--- src/rtl/core/assert_macros.svh ---
// ----------------------------------------------------------------------------
// Assertion macros
// Shared concurrent assertion shorthands; the using module provides clk and
// an active-low synchronous rst_n.
// ----------------------------------------------------------------------------
`ifndef ASSERT_MACROS_SVH
`define ASSERT_MACROS_SVH

// same-cycle implication
`define ASSERT_IMP(lbl, ante, cons, msg) \
  lbl: assert property (@(posedge clk) disable iff (!rst_n) (ante) |-> (cons)) \
    else $error(msg);

// next-cycle implication
`define ASSERT_NXT(lbl, ante, cons, msg) \
  lbl: assert property (@(posedge clk) disable iff (!rst_n) (ante) |=> (cons)) \
    else $error(msg);

`endif

--- src/rtl/core/ypc_pkg.sv ---
// ----------------------------------------------------------------------------
// ypc_pkg
// Types and constants shared by the yellow pixel classifier modules.
// ----------------------------------------------------------------------------
package ypc_pkg;

  localparam int HUE_NUM_W = 19;
  localparam int HUE_DEN_W = 11;
  localparam int SAT_NUM_W = 17;
  localparam int SAT_DEN_W = 9;
  localparam int QUO_W     = 9;
  localparam int PIPE_LATENCY = 3 + QUO_W;

  localparam logic [7:0] HUE_BIAS = 8'd43;

  localparam logic [2:0] REG_HUE_LOW   = 3'd0;
  localparam logic [2:0] REG_HUE_HIGH  = 3'd1;
  localparam logic [2:0] REG_SAT_THR   = 3'd2;
  localparam logic [2:0] REG_VAL_THR   = 3'd3;
  localparam logic [2:0] REG_GB_MARGIN = 3'd4;
  localparam logic [2:0] REG_RB_MARGIN = 3'd5;

  localparam logic [7:0] RST_HUE_LOW   = 8'd30;
  localparam logic [7:0] RST_HUE_HIGH  = 8'd60;
  localparam logic [7:0] RST_SAT_THR   = 8'd110;
  localparam logic [7:0] RST_VAL_THR   = 8'd110;
  localparam logic [7:0] RST_GB_MARGIN = 8'd35;
  localparam logic [7:0] RST_RB_MARGIN = 8'd20;

  typedef enum logic [1:0] {
    SEXT_RED,
    SEXT_GREEN,
    SEXT_BLUE
  } sext_t;

  typedef struct packed {
    logic [7:0] hue_low;
    logic [7:0] hue_high;
    logic [7:0] sat_thr;
    logic [7:0] val_thr;
    logic [7:0] gb_margin;
    logic [7:0] rb_margin;
  } cfg_t;

  typedef struct packed {
    logic                 valid;
    logic [HUE_NUM_W-1:0] hue_num;
    logic [HUE_DEN_W-1:0] hue_den;
    logic [SAT_NUM_W-1:0] sat_num;
    logic [SAT_DEN_W-1:0] sat_den;
    logic                 grey;
    logic                 val_ok;
    logic                 gb_ok;
    logic                 rb_ok;
  } front_t;

endpackage

--- src/rtl/core/ypc_cfg.sv ---
// ----------------------------------------------------------------------------
// ypc_cfg
// APB register file holding the six classifier thresholds.
// ----------------------------------------------------------------------------
`include "assert_macros.svh"

module ypc_cfg (
  input  logic           clk,
  input  logic           rst_n,
  input  logic           psel,
  input  logic           penable,
  input  logic           pwrite,
  input  logic [4:0]     paddr,
  input  logic [31:0]    pwdata,
  output logic [31:0]    prdata,
  output logic           pready,
  output ypc_pkg::cfg_t  cfg
);

  ypc_pkg::cfg_t cfg_r;
  ypc_pkg::cfg_t cfg_nxt;
  logic [2:0]    idx;
  logic          wr_en;

  assign idx    = paddr[4:2];
  assign wr_en  = psel & penable & pwrite & pready;
  assign pready = 1'b1;
  assign cfg    = cfg_r;

  always_comb begin
    cfg_nxt = cfg_r;
    if (wr_en) begin
      unique case (idx)
        ypc_pkg::REG_HUE_LOW:   cfg_nxt.hue_low   = pwdata[7:0];
        ypc_pkg::REG_HUE_HIGH:  cfg_nxt.hue_high  = pwdata[7:0];
        ypc_pkg::REG_SAT_THR:   cfg_nxt.sat_thr   = pwdata[7:0];
        ypc_pkg::REG_VAL_THR:   cfg_nxt.val_thr   = pwdata[7:0];
        ypc_pkg::REG_GB_MARGIN: cfg_nxt.gb_margin = pwdata[7:0];
        ypc_pkg::REG_RB_MARGIN: cfg_nxt.rb_margin = pwdata[7:0];
        default: ;
      endcase
    end
  end

  always_comb begin
    unique case (idx)
      ypc_pkg::REG_HUE_LOW:   prdata = {24'd0, cfg_r.hue_low};
      ypc_pkg::REG_HUE_HIGH:  prdata = {24'd0, cfg_r.hue_high};
      ypc_pkg::REG_SAT_THR:   prdata = {24'd0, cfg_r.sat_thr};
      ypc_pkg::REG_VAL_THR:   prdata = {24'd0, cfg_r.val_thr};
      ypc_pkg::REG_GB_MARGIN: prdata = {24'd0, cfg_r.gb_margin};
      ypc_pkg::REG_RB_MARGIN: prdata = {24'd0, cfg_r.rb_margin};
      default:                prdata = 32'd0;
    endcase
  end

  always_ff @(posedge clk) begin
    if (!rst_n) begin
      cfg_r.hue_low   <= ypc_pkg::RST_HUE_LOW;
      cfg_r.hue_high  <= ypc_pkg::RST_HUE_HIGH;
      cfg_r.sat_thr   <= ypc_pkg::RST_SAT_THR;
      cfg_r.val_thr   <= ypc_pkg::RST_VAL_THR;
      cfg_r.gb_margin <= ypc_pkg::RST_GB_MARGIN;
      cfg_r.rb_margin <= ypc_pkg::RST_RB_MARGIN;
    end else begin
      cfg_r <= cfg_nxt;
    end
  end

  `ASSERT_NXT(a_cfg_hue_low_wr, wr_en && idx == ypc_pkg::REG_HUE_LOW,
              cfg_r.hue_low == $past(pwdata[7:0]), "hue_low write lost")
  `ASSERT_NXT(a_cfg_oor_wr, wr_en && idx != ypc_pkg::REG_HUE_LOW && idx != ypc_pkg::REG_HUE_HIGH && idx != ypc_pkg::REG_SAT_THR && idx != ypc_pkg::REG_VAL_THR && idx != ypc_pkg::REG_GB_MARGIN && idx != ypc_pkg::REG_RB_MARGIN, $stable(cfg_r), "out-of-range write changed registers")
  `ASSERT_NXT(a_cfg_hold, !wr_en, $stable(cfg_r), "registers changed without write")

endmodule

--- src/rtl/core/ypc_front.sv ---
// ----------------------------------------------------------------------------
// ypc_front
// Two pipeline stages: max/min/sextant, then divider operands and the
// value and channel-margin checks.
// ----------------------------------------------------------------------------
`include "assert_macros.svh"

module ypc_front (
  input  logic            clk,
  input  logic            rst_n,
  input  logic            in_valid,
  input  logic [7:0]      in_blue,
  input  logic [7:0]      in_green,
  input  logic [7:0]      in_red,
  input  ypc_pkg::cfg_t   cfg,
  output ypc_pkg::front_t fo
);

  // stage 1
  logic              s1_valid_r;
  logic [7:0]        s1_blue_r, s1_green_r, s1_red_r;
  logic [7:0]        s1_max_r, s1_min_r;
  ypc_pkg::sext_t    s1_sext_r;
  logic [7:0]        max_nxt, min_nxt;
  ypc_pkg::sext_t    sext_nxt;

  always_comb begin
    if (in_red >= in_green && in_red >= in_blue) begin
      max_nxt  = in_red;
      sext_nxt = ypc_pkg::SEXT_RED;
    end else if (in_green >= in_blue) begin
      max_nxt  = in_green;
      sext_nxt = ypc_pkg::SEXT_GREEN;
    end else begin
      max_nxt  = in_blue;
      sext_nxt = ypc_pkg::SEXT_BLUE;
    end
    min_nxt = in_red;
    if (in_green < min_nxt) min_nxt = in_green;
    if (in_blue < min_nxt) min_nxt = in_blue;
  end

  always_ff @(posedge clk) begin
    if (!rst_n) begin
      s1_valid_r <= 1'b0;
    end else begin
      s1_valid_r <= in_valid;
    end
  end

  always_ff @(posedge clk) begin
    s1_blue_r  <= in_blue;
    s1_green_r <= in_green;
    s1_red_r   <= in_red;
    s1_max_r   <= max_nxt;
    s1_min_r   <= min_nxt;
    s1_sext_r  <= sext_nxt;
  end

  // stage 2
  ypc_pkg::front_t     fo_r;
  ypc_pkg::front_t     fo_nxt;
  logic [7:0]          diff;
  logic signed [11:0]  sb, sg, sr, sd, t;
  logic [16:0]         d261;
  logic signed [20:0]  hn;
  logic signed [8:0]   gb_diff, rb_diff;

  always_comb begin
    diff = s1_max_r - s1_min_r;
    sb   = signed'({4'd0, s1_blue_r});
    sg   = signed'({4'd0, s1_green_r});
    sr   = signed'({4'd0, s1_red_r});
    sd   = signed'({4'd0, diff});
    case (s1_sext_r)
      ypc_pkg::SEXT_RED:   t = sg - sb;
      ypc_pkg::SEXT_GREEN: t = sb - sr + (sd <<< 1);
      ypc_pkg::SEXT_BLUE:  t = sr - sg + (sd <<< 2);
      default:             t = 12'sd0;
    endcase
    // hue numerator 256*t + 261*diff, never negative
    d261 = 17'({diff, 8'd0}) + 17'({diff, 2'd0}) + 17'(diff);
    hn   = signed'({t[11], t, 8'd0}) + signed'({4'd0, d261});
    gb_diff = signed'({1'b0, s1_green_r}) - signed'({1'b0, s1_blue_r});
    rb_diff = signed'({1'b0, s1_red_r}) - signed'({1'b0, s1_blue_r});

    fo_nxt.valid   = s1_valid_r;
    fo_nxt.hue_num = hn[ypc_pkg::HUE_NUM_W-1:0];
    fo_nxt.hue_den = ypc_pkg::HUE_DEN_W'({diff, 2'd0}) + ypc_pkg::HUE_DEN_W'({diff, 1'b0});
    fo_nxt.sat_num = 17'({diff, 9'd0}) - 17'({diff, 1'b0}) + 17'(s1_max_r);
    fo_nxt.sat_den = {s1_max_r, 1'b0};
    fo_nxt.grey    = (diff == 8'd0);
    fo_nxt.val_ok  = s1_max_r > cfg.val_thr;
    fo_nxt.gb_ok   = gb_diff > signed'({1'b0, cfg.gb_margin});
    fo_nxt.rb_ok   = rb_diff > signed'({1'b0, cfg.rb_margin});
  end

  always_ff @(posedge clk) begin
    if (!rst_n) begin
      fo_r.valid <= 1'b0;
    end else begin
      fo_r <= fo_nxt;
    end
  end

  assign fo = fo_r;

  `ASSERT_IMP(a_front_hue_fits, fo_r.valid && !fo_r.grey,
              {1'b0, fo_r.hue_num} < {fo_r.hue_den, 9'd0}, "hue quotient overflow")
  `ASSERT_IMP(a_front_sat_fits, fo_r.valid && !fo_r.grey,
              fo_r.sat_num < {fo_r.sat_den, 8'd0}, "saturation quotient overflow")
  `ASSERT_NXT(a_front_valid, 1'b1, fo_r.valid == $past(s1_valid_r), "stage valid lost")

endmodule

--- src/rtl/core/ypc_div.sv ---
// ----------------------------------------------------------------------------
// ypc_div
// Pipelined restoring divider, one quotient bit per stage, with sideband.
// ----------------------------------------------------------------------------
`include "assert_macros.svh"

module ypc_div #(
  parameter int NUM_W = 19,
  parameter int DEN_W = 11,
  parameter int QUO_W = 9,
  parameter int SB_W  = 1
) (
  input  logic             clk,
  input  logic             rst_n,
  input  logic             in_valid,
  input  logic [NUM_W-1:0] in_num,
  input  logic [DEN_W-1:0] in_den,
  input  logic [SB_W-1:0]  in_sb,
  output logic             out_valid,
  output logic [QUO_W-1:0] out_quo,
  output logic [SB_W-1:0]  out_sb
);

  localparam int CW = (NUM_W > DEN_W + QUO_W) ? NUM_W : DEN_W + QUO_W;

  logic             valid_r [QUO_W];
  logic [QUO_W-1:0] quo_r   [QUO_W];
  logic [SB_W-1:0]  sb_r    [QUO_W];
  logic [NUM_W-1:0] rem_r   [QUO_W-1];
  logic [DEN_W-1:0] den_r   [QUO_W-1];

  for (genvar i = 0; i < QUO_W; i++) begin : g_stg
    localparam int BIT = QUO_W - 1 - i;
    logic             cur_valid;
    logic [NUM_W-1:0] cur_rem;
    logic [DEN_W-1:0] cur_den;
    logic [QUO_W-1:0] cur_quo;
    logic [SB_W-1:0]  cur_sb;
    logic [CW-1:0]    rem_ext, sub_ext;
    logic             ge;

    if (i == 0) begin : g_head
      assign cur_valid = in_valid;
      assign cur_rem   = in_num;
      assign cur_den   = in_den;
      assign cur_quo   = '0;
      assign cur_sb    = in_sb;
    end else begin : g_body
      assign cur_valid = valid_r[i-1];
      assign cur_rem   = rem_r[i-1];
      assign cur_den   = den_r[i-1];
      assign cur_quo   = quo_r[i-1];
      assign cur_sb    = sb_r[i-1];
    end

    always_comb begin
      rem_ext = CW'(cur_rem);
      sub_ext = CW'(cur_den) << BIT;
      ge      = rem_ext >= sub_ext;
    end

    always_ff @(posedge clk) begin
      if (!rst_n) begin
        valid_r[i] <= 1'b0;
      end else begin
        valid_r[i] <= cur_valid;
      end
    end

    always_ff @(posedge clk) begin
      quo_r[i] <= cur_quo | (ge ? (QUO_W'(1) << BIT) : '0);
      sb_r[i]  <= cur_sb;
    end

    if (i < QUO_W - 1) begin : g_rem
      always_ff @(posedge clk) begin
        rem_r[i] <= ge ? NUM_W'(rem_ext - sub_ext) : cur_rem;
        den_r[i] <= cur_den;
      end
    end
  end

  assign out_valid = valid_r[QUO_W-1];
  assign out_quo   = quo_r[QUO_W-1];
  assign out_sb    = sb_r[QUO_W-1];

  `ASSERT_IMP(a_div_latency, in_valid, ##QUO_W out_valid, "divider lost a transaction")
  `ASSERT_IMP(a_div_no_ghost, !in_valid, ##QUO_W !out_valid, "divider invented a transaction")

endmodule

--- src/rtl/core/yellow_pixel_classifier.sv ---
// ----------------------------------------------------------------------------
// yellow_pixel_classifier
// Per-pixel HSV threshold mask for a yellow target.
// ----------------------------------------------------------------------------
// Path: ypc_front, then the two dividers, then the final compare register that
// drives out_valid. Throughput: one pixel per cycle; busy is never asserted.
// Most depth lies in the two 9-stage bit-per-cycle hue and saturation dividers.
// Reset: synchronous active-low; clears the pipeline valids and loads the
// default thresholds. Results cannot be stalled by the receiver.
`include "assert_macros.svh"

module yellow_pixel_classifier (
  input  logic        clk,
  input  logic        rst_n,
  input  logic        start,
  output logic        busy,
  input  logic [7:0]  in_blue,
  input  logic [7:0]  in_green,
  input  logic [7:0]  in_red,
  output logic        out_valid,
  output logic        out_is_yellow,
  input  logic        psel,
  input  logic        penable,
  input  logic        pwrite,
  input  logic [4:0]  paddr,
  input  logic [31:0] pwdata,
  output logic [31:0] prdata,
  output logic        pready
);

  localparam int PIPE_LAT = ypc_pkg::PIPE_LATENCY;

  ypc_pkg::cfg_t   cfg;
  ypc_pkg::front_t fo;

  logic                      hue_valid, sat_valid;
  logic [ypc_pkg::QUO_W-1:0] hue_quo, sat_quo;
  logic                      hue_grey;
  logic [2:0]                sat_flags;

  assign busy = 1'b0;

  ypc_cfg u_cfg (
    .clk     (clk),
    .rst_n   (rst_n),
    .psel    (psel),
    .penable (penable),
    .pwrite  (pwrite),
    .paddr   (paddr),
    .pwdata  (pwdata),
    .prdata  (prdata),
    .pready  (pready),
    .cfg     (cfg)
  );

  ypc_front u_front (
    .clk      (clk),
    .rst_n    (rst_n),
    .in_valid (start & ~busy),
    .in_blue  (in_blue),
    .in_green (in_green),
    .in_red   (in_red),
    .cfg      (cfg),
    .fo       (fo)
  );

  ypc_div #(
    .NUM_W (ypc_pkg::HUE_NUM_W),
    .DEN_W (ypc_pkg::HUE_DEN_W),
    .QUO_W (ypc_pkg::QUO_W),
    .SB_W  (1)
  ) u_hue_div (
    .clk       (clk),
    .rst_n     (rst_n),
    .in_valid  (fo.valid),
    .in_num    (fo.hue_num),
    .in_den    (fo.hue_den),
    .in_sb     (fo.grey),
    .out_valid (hue_valid),
    .out_quo   (hue_quo),
    .out_sb    (hue_grey)
  );

  ypc_div #(
    .NUM_W (ypc_pkg::SAT_NUM_W),
    .DEN_W (ypc_pkg::SAT_DEN_W),
    .QUO_W (ypc_pkg::QUO_W),
    .SB_W  (3)
  ) u_sat_div (
    .clk       (clk),
    .rst_n     (rst_n),
    .in_valid  (fo.valid),
    .in_num    (fo.sat_num),
    .in_den    (fo.sat_den),
    .in_sb     ({fo.val_ok, fo.gb_ok, fo.rb_ok}),
    .out_valid (sat_valid),
    .out_quo   (sat_quo),
    .out_sb    (sat_flags)
  );

  // final compare stage
  logic       out_valid_r, out_valid_nxt;
  logic       out_is_yellow_r, out_is_yellow_nxt;
  logic [7:0] hue, sat;

  always_comb begin
    hue = hue_grey ? 8'd0 : hue_quo[7:0] - ypc_pkg::HUE_BIAS;
    sat = hue_grey ? 8'd0 : sat_quo[7:0];
    out_valid_nxt     = hue_valid;
    out_is_yellow_nxt = hue_valid && hue >= cfg.hue_low && hue <= cfg.hue_high &&
                        sat > cfg.sat_thr && (&sat_flags);
  end

  always_ff @(posedge clk) begin
    if (!rst_n) begin
      out_valid_r     <= 1'b0;
      out_is_yellow_r <= 1'b0;
    end else begin
      out_valid_r     <= out_valid_nxt;
      out_is_yellow_r <= out_is_yellow_nxt;
    end
  end

  assign out_valid     = out_valid_r;
  assign out_is_yellow = out_is_yellow_r;

  `ASSERT_IMP(a_top_div_align, 1'b1, hue_valid == sat_valid, "divider lanes out of step")
  `ASSERT_IMP(a_top_latency, start && !busy, ##PIPE_LAT out_valid, "transaction lost")
  `ASSERT_IMP(a_top_mask_qual, out_is_yellow, out_valid, "mask without strobe")

endmodule

--- config.mk ---
export PLATFORM = sky130hd
export DESIGN_NAME = yellow_pixel_classifier
export DESIGN_NICKNAME = d
export VERILOG_FILES = /design/src/rtl/core/ypc_pkg.sv /design/src/rtl/core/ypc_cfg.sv /design/src/rtl/core/ypc_front.sv /design/src/rtl/core/ypc_div.sv /design/src/rtl/core/yellow_pixel_classifier.sv
export VERILOG_INCLUDE_DIRS = /design/src /design/src/rtl/core
export SDC_FILE = /design/constraint.sdc
export NUM_CORES = 1
export LEC_CHECK = 0
export BUFFER_PORTS_ARGS = -buffer_cell sky130_fd_sc_hd__buf_2
export CORE_MARGIN = 4
export CORE_UTILIZATION = 56
export DETAILED_ROUTE_END_ITERATION = 16
export GPL_TIMING_DRIVEN = 0
export PLACE_DENSITY = 0.76
export SETUP_SLACK_MARGIN = 0.02
export SYNTH_ARGS = -nofsm -noshare
export SYNTH_HDL_FRONTEND = slang
export SYNTH_SLANG_ARGS = --single-unit
--- constraint.sdc ---
create_clock -name clk -period 6.2 [get_ports clk]
set_input_delay 0.93 -clock clk [delete_from_list [all_inputs] [get_ports clk]]
set_output_delay 0.93 -clock clk [all_outputs]
set_load 0.03 [all_outputs]
==> summary.md <==
| Metric | Value |
|---|---|
| Status | finished, final reports clean |
| Max Cap Viol | 0 |
| Clk slew on worst S/H paths | around 0.07 ns |
| Synth top area share | around two fifths |
| M1 GR Usage | about a quarter |
| Max Freq | between 150 and 200 MHz |
| Starting density of the core | approximately 56% |
| Post-layout nets | ~3800 |
| Worst setup SP type | flip-flop |
| M2 GR Usage | between 30% and 40% |
| Multiplexer share of the synthesized area | just under 4% |
| Non-filler instance count after layout | about 4200 |
| Async S/R FF share, synth | 0% |
| Cell Count Post-Placement | between 4000 and 5000 |
| DR pass1 iterations | 5 |
| Relative slew slack | a little over a quarter |
| Vias in the first global route | approximately 22000 |
| Synth top area cells | dfxtp_1, ha_1, edfxtp_1, inv_1, xnor2_1 |
| CP max-delay cell | ha_1 |
| Crit-path max cell delay | between 0.3 and 0.4 ns |
| Power Density | roughly 610 nW/um^2 |
| IO Count | about 100 |
| Clock sink total | between 600 and 700 |
| Total GRT Usage | 21.14% |
| Largest net degree at the start of global routing | 63 |
| Wirelength per Cell | ~15 microns |
| Worst-margin pin slew | between 1 and 1.5 ns |
| R2R Path End | u_front.fo[57]$_DFFE_PP_ |
| CTS tree | built |
| Dominant combinational cell family by area after synthesis | adder cells |
| Worst Skew | about 0.025 ns |
| Avg Cell Area, Syn | 9.810 sq um |
| Post-synthesis xor/xnor area fraction | about 5.6% |
| RR Startpoint | u_front.s1_max_r[0]$_DFF_P_ |
| Clk buf depth | 3 |
| Tmin final | 5.956 ns |
| CTS HTree Levels | 3 |
| Grt met3 use | a little over 3% |
| Static leakage | between 15 and 20 nW |
| Initial antenna violation count | 0 |
| Detailed Route WL | 65120 microns |
| Worst Hold Launch | u_sat_div.sb_r[3][2]$_DFF_P_ |
| Cts bufs inserted | 70 |
| YS warnings | 0 |
| Count of cell types in the netlist | a little over 80 |
| Drc violations | 0 |
| Most Crowded Layer GR | met2 |
| Post-synth EDFFs | 56 |
| Compound-cell area share of the yosys netlist | ~13% |
| Worst vdd ir | approximately 0.31 mV |
| Nature of the critical path endpoint | flip-flop |
| RD Place Congestion | about 0.94 |
| Share of post-route cells with drive strength above 1 | under 10% |
| Critical Path Source | u_front.s1_max_r[0]$_DFF_P_ |
| Core area | ~56000 sq um |
| Hold Vio Cnt, Final | 0 |
| Area of placed instances | 33120 sq um |
| Top FF cell, synth | dfxtp_1 |
| Fin crit share | a little over nine tenths |
| CP arrival | between 6 and 7 ns |
| DRT iter0 DRCs | about 1100 |
| Mapped Area | 31830 sq um |
| Worst endpoint required time | ~6.6 ns |
| Area growth, synth to finish | 12.17% |
| #FFs+latches synth | just under 700 |
| Later-pin clock latency in the skew report | 0.61 ns |
| Die footprint | just over 60000 sq um |
| Buffers added on ports | 49 |
| GRT Residual Overflow | 0 |
| Die Y | between 200 and 250 microns |
| Post-Synth Adder-Cell Area | approximately 15% |
| CP max FO | 4 |
| Cells on worst reg2reg path | 29 |
| Crit Path Category | flip-flop to flip-flop |
| Die width | between 200 and 250 microns |
| Most frequent cell after synthesis | dfxtp_1 |
| Root buffer cell | clkbuf_16 |
| Dpl hpwl | 49670 microns |
| Seq/Total Area, Yosys | between 40% and 50% |
| First-pass GRT wire length | about 110000 microns |
| Vias | about 22000 |
| Max Slew Vio Count | 0 |
| Hold Crit Class | flip-flop to flip-flop |
| ANT nets after route | 0 |
| Final core occ | between 60% and 70% |
| Post-synth top cells | dfxtp_1, inv_1, ha_1 |
| Post-synth top area cell | dfxtp_1 |
| Mapped Cells | between 3000 and 4000 |
| Critical path endpoint | u_front.fo[57]$_DFFE_PP_ |
| Simple-gate share of the synthesized area | between 10% and 20% |
| Cell Rows | 87 |
| Final setup violation count | 0 |
| Vias per cell | about 5.3 |
| Post-route cell area | roughly 36000 sq um |
| N_diodes | 0 |
| Reg-to-reg setup timing slack | about 0.24 ns |
cell families (layout without fill, tap and decap cells):
family          count (synthesis)  after routing
compound gates                638            638
simple gates                  765            765
fa+ha+maj                     364            364
flops                         683            683
buf+inv                       471            655
xor+xnor                      203            203
mux                           119            119
other cells                     2             26
power by group:
| part | internal, mW | leakage, nW | switching (mW) |
|---|---|---|---|
| Combinational | 4.61 | 9.29 | 5.43 |
| Sequential | 6.36 | 5.80 | 1.00 |
| Clock | 2.56 | 1.19 | 1.69 |
critical path: cells and delay by family, from the launching register on:
kind	cells	cell delay, ns
AOI/OAI and AO/OA	14	2.57
adders and majority gates	4	1.17
buffers and inverters	7	0.84
and+or+nand+nor	2	0.50
DFF	1	0.37
xor gates and xnor gates	2	0.26
registers in the layout, summed over array words and instances, names as in the netlist, 2 cells and up:
register	cells
u_cfg.cfg	48
u_front.fo	57
u_front.s1_blue_r	8
u_front.s1_green_r	8
u_front.s1_max_r	8
u_front.s1_min_r	8
u_front.s1_red_r	8
u_front.s1_sext_r	2
u_hue_div.den_r	72
u_hue_div.quo_r	36
u_hue_div.rem_r	152
u_hue_div.sb_r	9
u_hue_div.valid_r	9
u_sat_div.den_r	56
u_sat_div.quo_r	36
u_sat_div.rem_r	136
u_sat_div.sb_r	27
metal layers:
| layer | share of wire [%] | wire length, microns | vias to the layer above |
|---|---|---|---|
| met3 | 4.0 | 2581 | 141 |
| met2 | 50 | 32760 | 418 |
| met1 | 42 | 27500 | 10320 |
| li1 | - | - | 11370 |
| met5 | 0 | 0 | - |
| met4 | 3.5 | 2276 | 0 |
per-stage QoR:
step	setup TNS, ns	setup slack, ns	hold WS, ns	total power, mW
global placement	-3.605	-1.173	0.3098	16.82
detailed placement	-4.033	-1.235	0.3121	17.07
global route	-0.05081	-0.05081	0.3224	23.36
floorplan	0	0.04556	0.3096	14.81
finish	0	0.2441	0.3200	21.65
CTS	0	0.04571	0.3154	21.57
area by class of cell:
cell class	instances	area, sq um
clock inverters	27	335.3
clock buffers	99	2068
fillers	4602	20680
inverters	392	1478
flip-flops and latches	683	14240
multi-input cells	2115	15920
plain buffers	79	410.4
well taps	756	945.9
repair buffers	58	315.3
timing repair:
action | CTS | global route
pin swaps | 3 | 8
hold buffers | 0 | 0
setup buffers | 6 | 2
endpoints found under the hold margin | 0 | 0
setup endpoints to repair | 7 | 4
resized for setup | 12 | 15
cells in the final DEF, fill, tap and decap left out, types with 14 or more instances in the layout:
cell type and n:
nand2_1 219, or3_1 17, nand3_1 25, inv_1 390
o31ai_1 29, nor4_1 23, nor3_1 45, clkbuf_16 73
mux2_2 31, conb_1 26, a21o_1 72, dfxtp_1 624
nand2b_1 54, xnor2_1 131, o22ai_1 15, nor2b_1 97
buf_4 36, fa_1 24, ha_1 328, o21ai_0 184
nor2_1 162, a21boi_0 44, buf_2 52, mux2i_1 86
o211ai_1 26, clkbuf_8 14, xor2_1 69, nor4b_1 14
o21a_1 30, and2_1 19, a21oi_1 137, edfxtp_1 56
nand4_1 39, clkbuf_1 53
worst min path at each step:
stage	endpoint	slack, ns	depth (start not counted)
detailed placement	u_hue_div.quo_r[0][50]$_DFF_P_	0.31	0
floorplan	u_hue_div.quo_r[0][25]$_DFF_P_	0.31	0
global route	u_sat_div.sb_r[3][3]$_DFF_P_	0.32	0
global placement	u_sat_div.sb_r[1][0]$_DFF_P_	0.31	0
finish	u_sat_div.sb_r[3][5]$_DFF_P_	0.32	0
CTS	u_sat_div.sb_r[3][5]$_DFF_P_	0.32	0
Power figures use the tool's default switching activity.
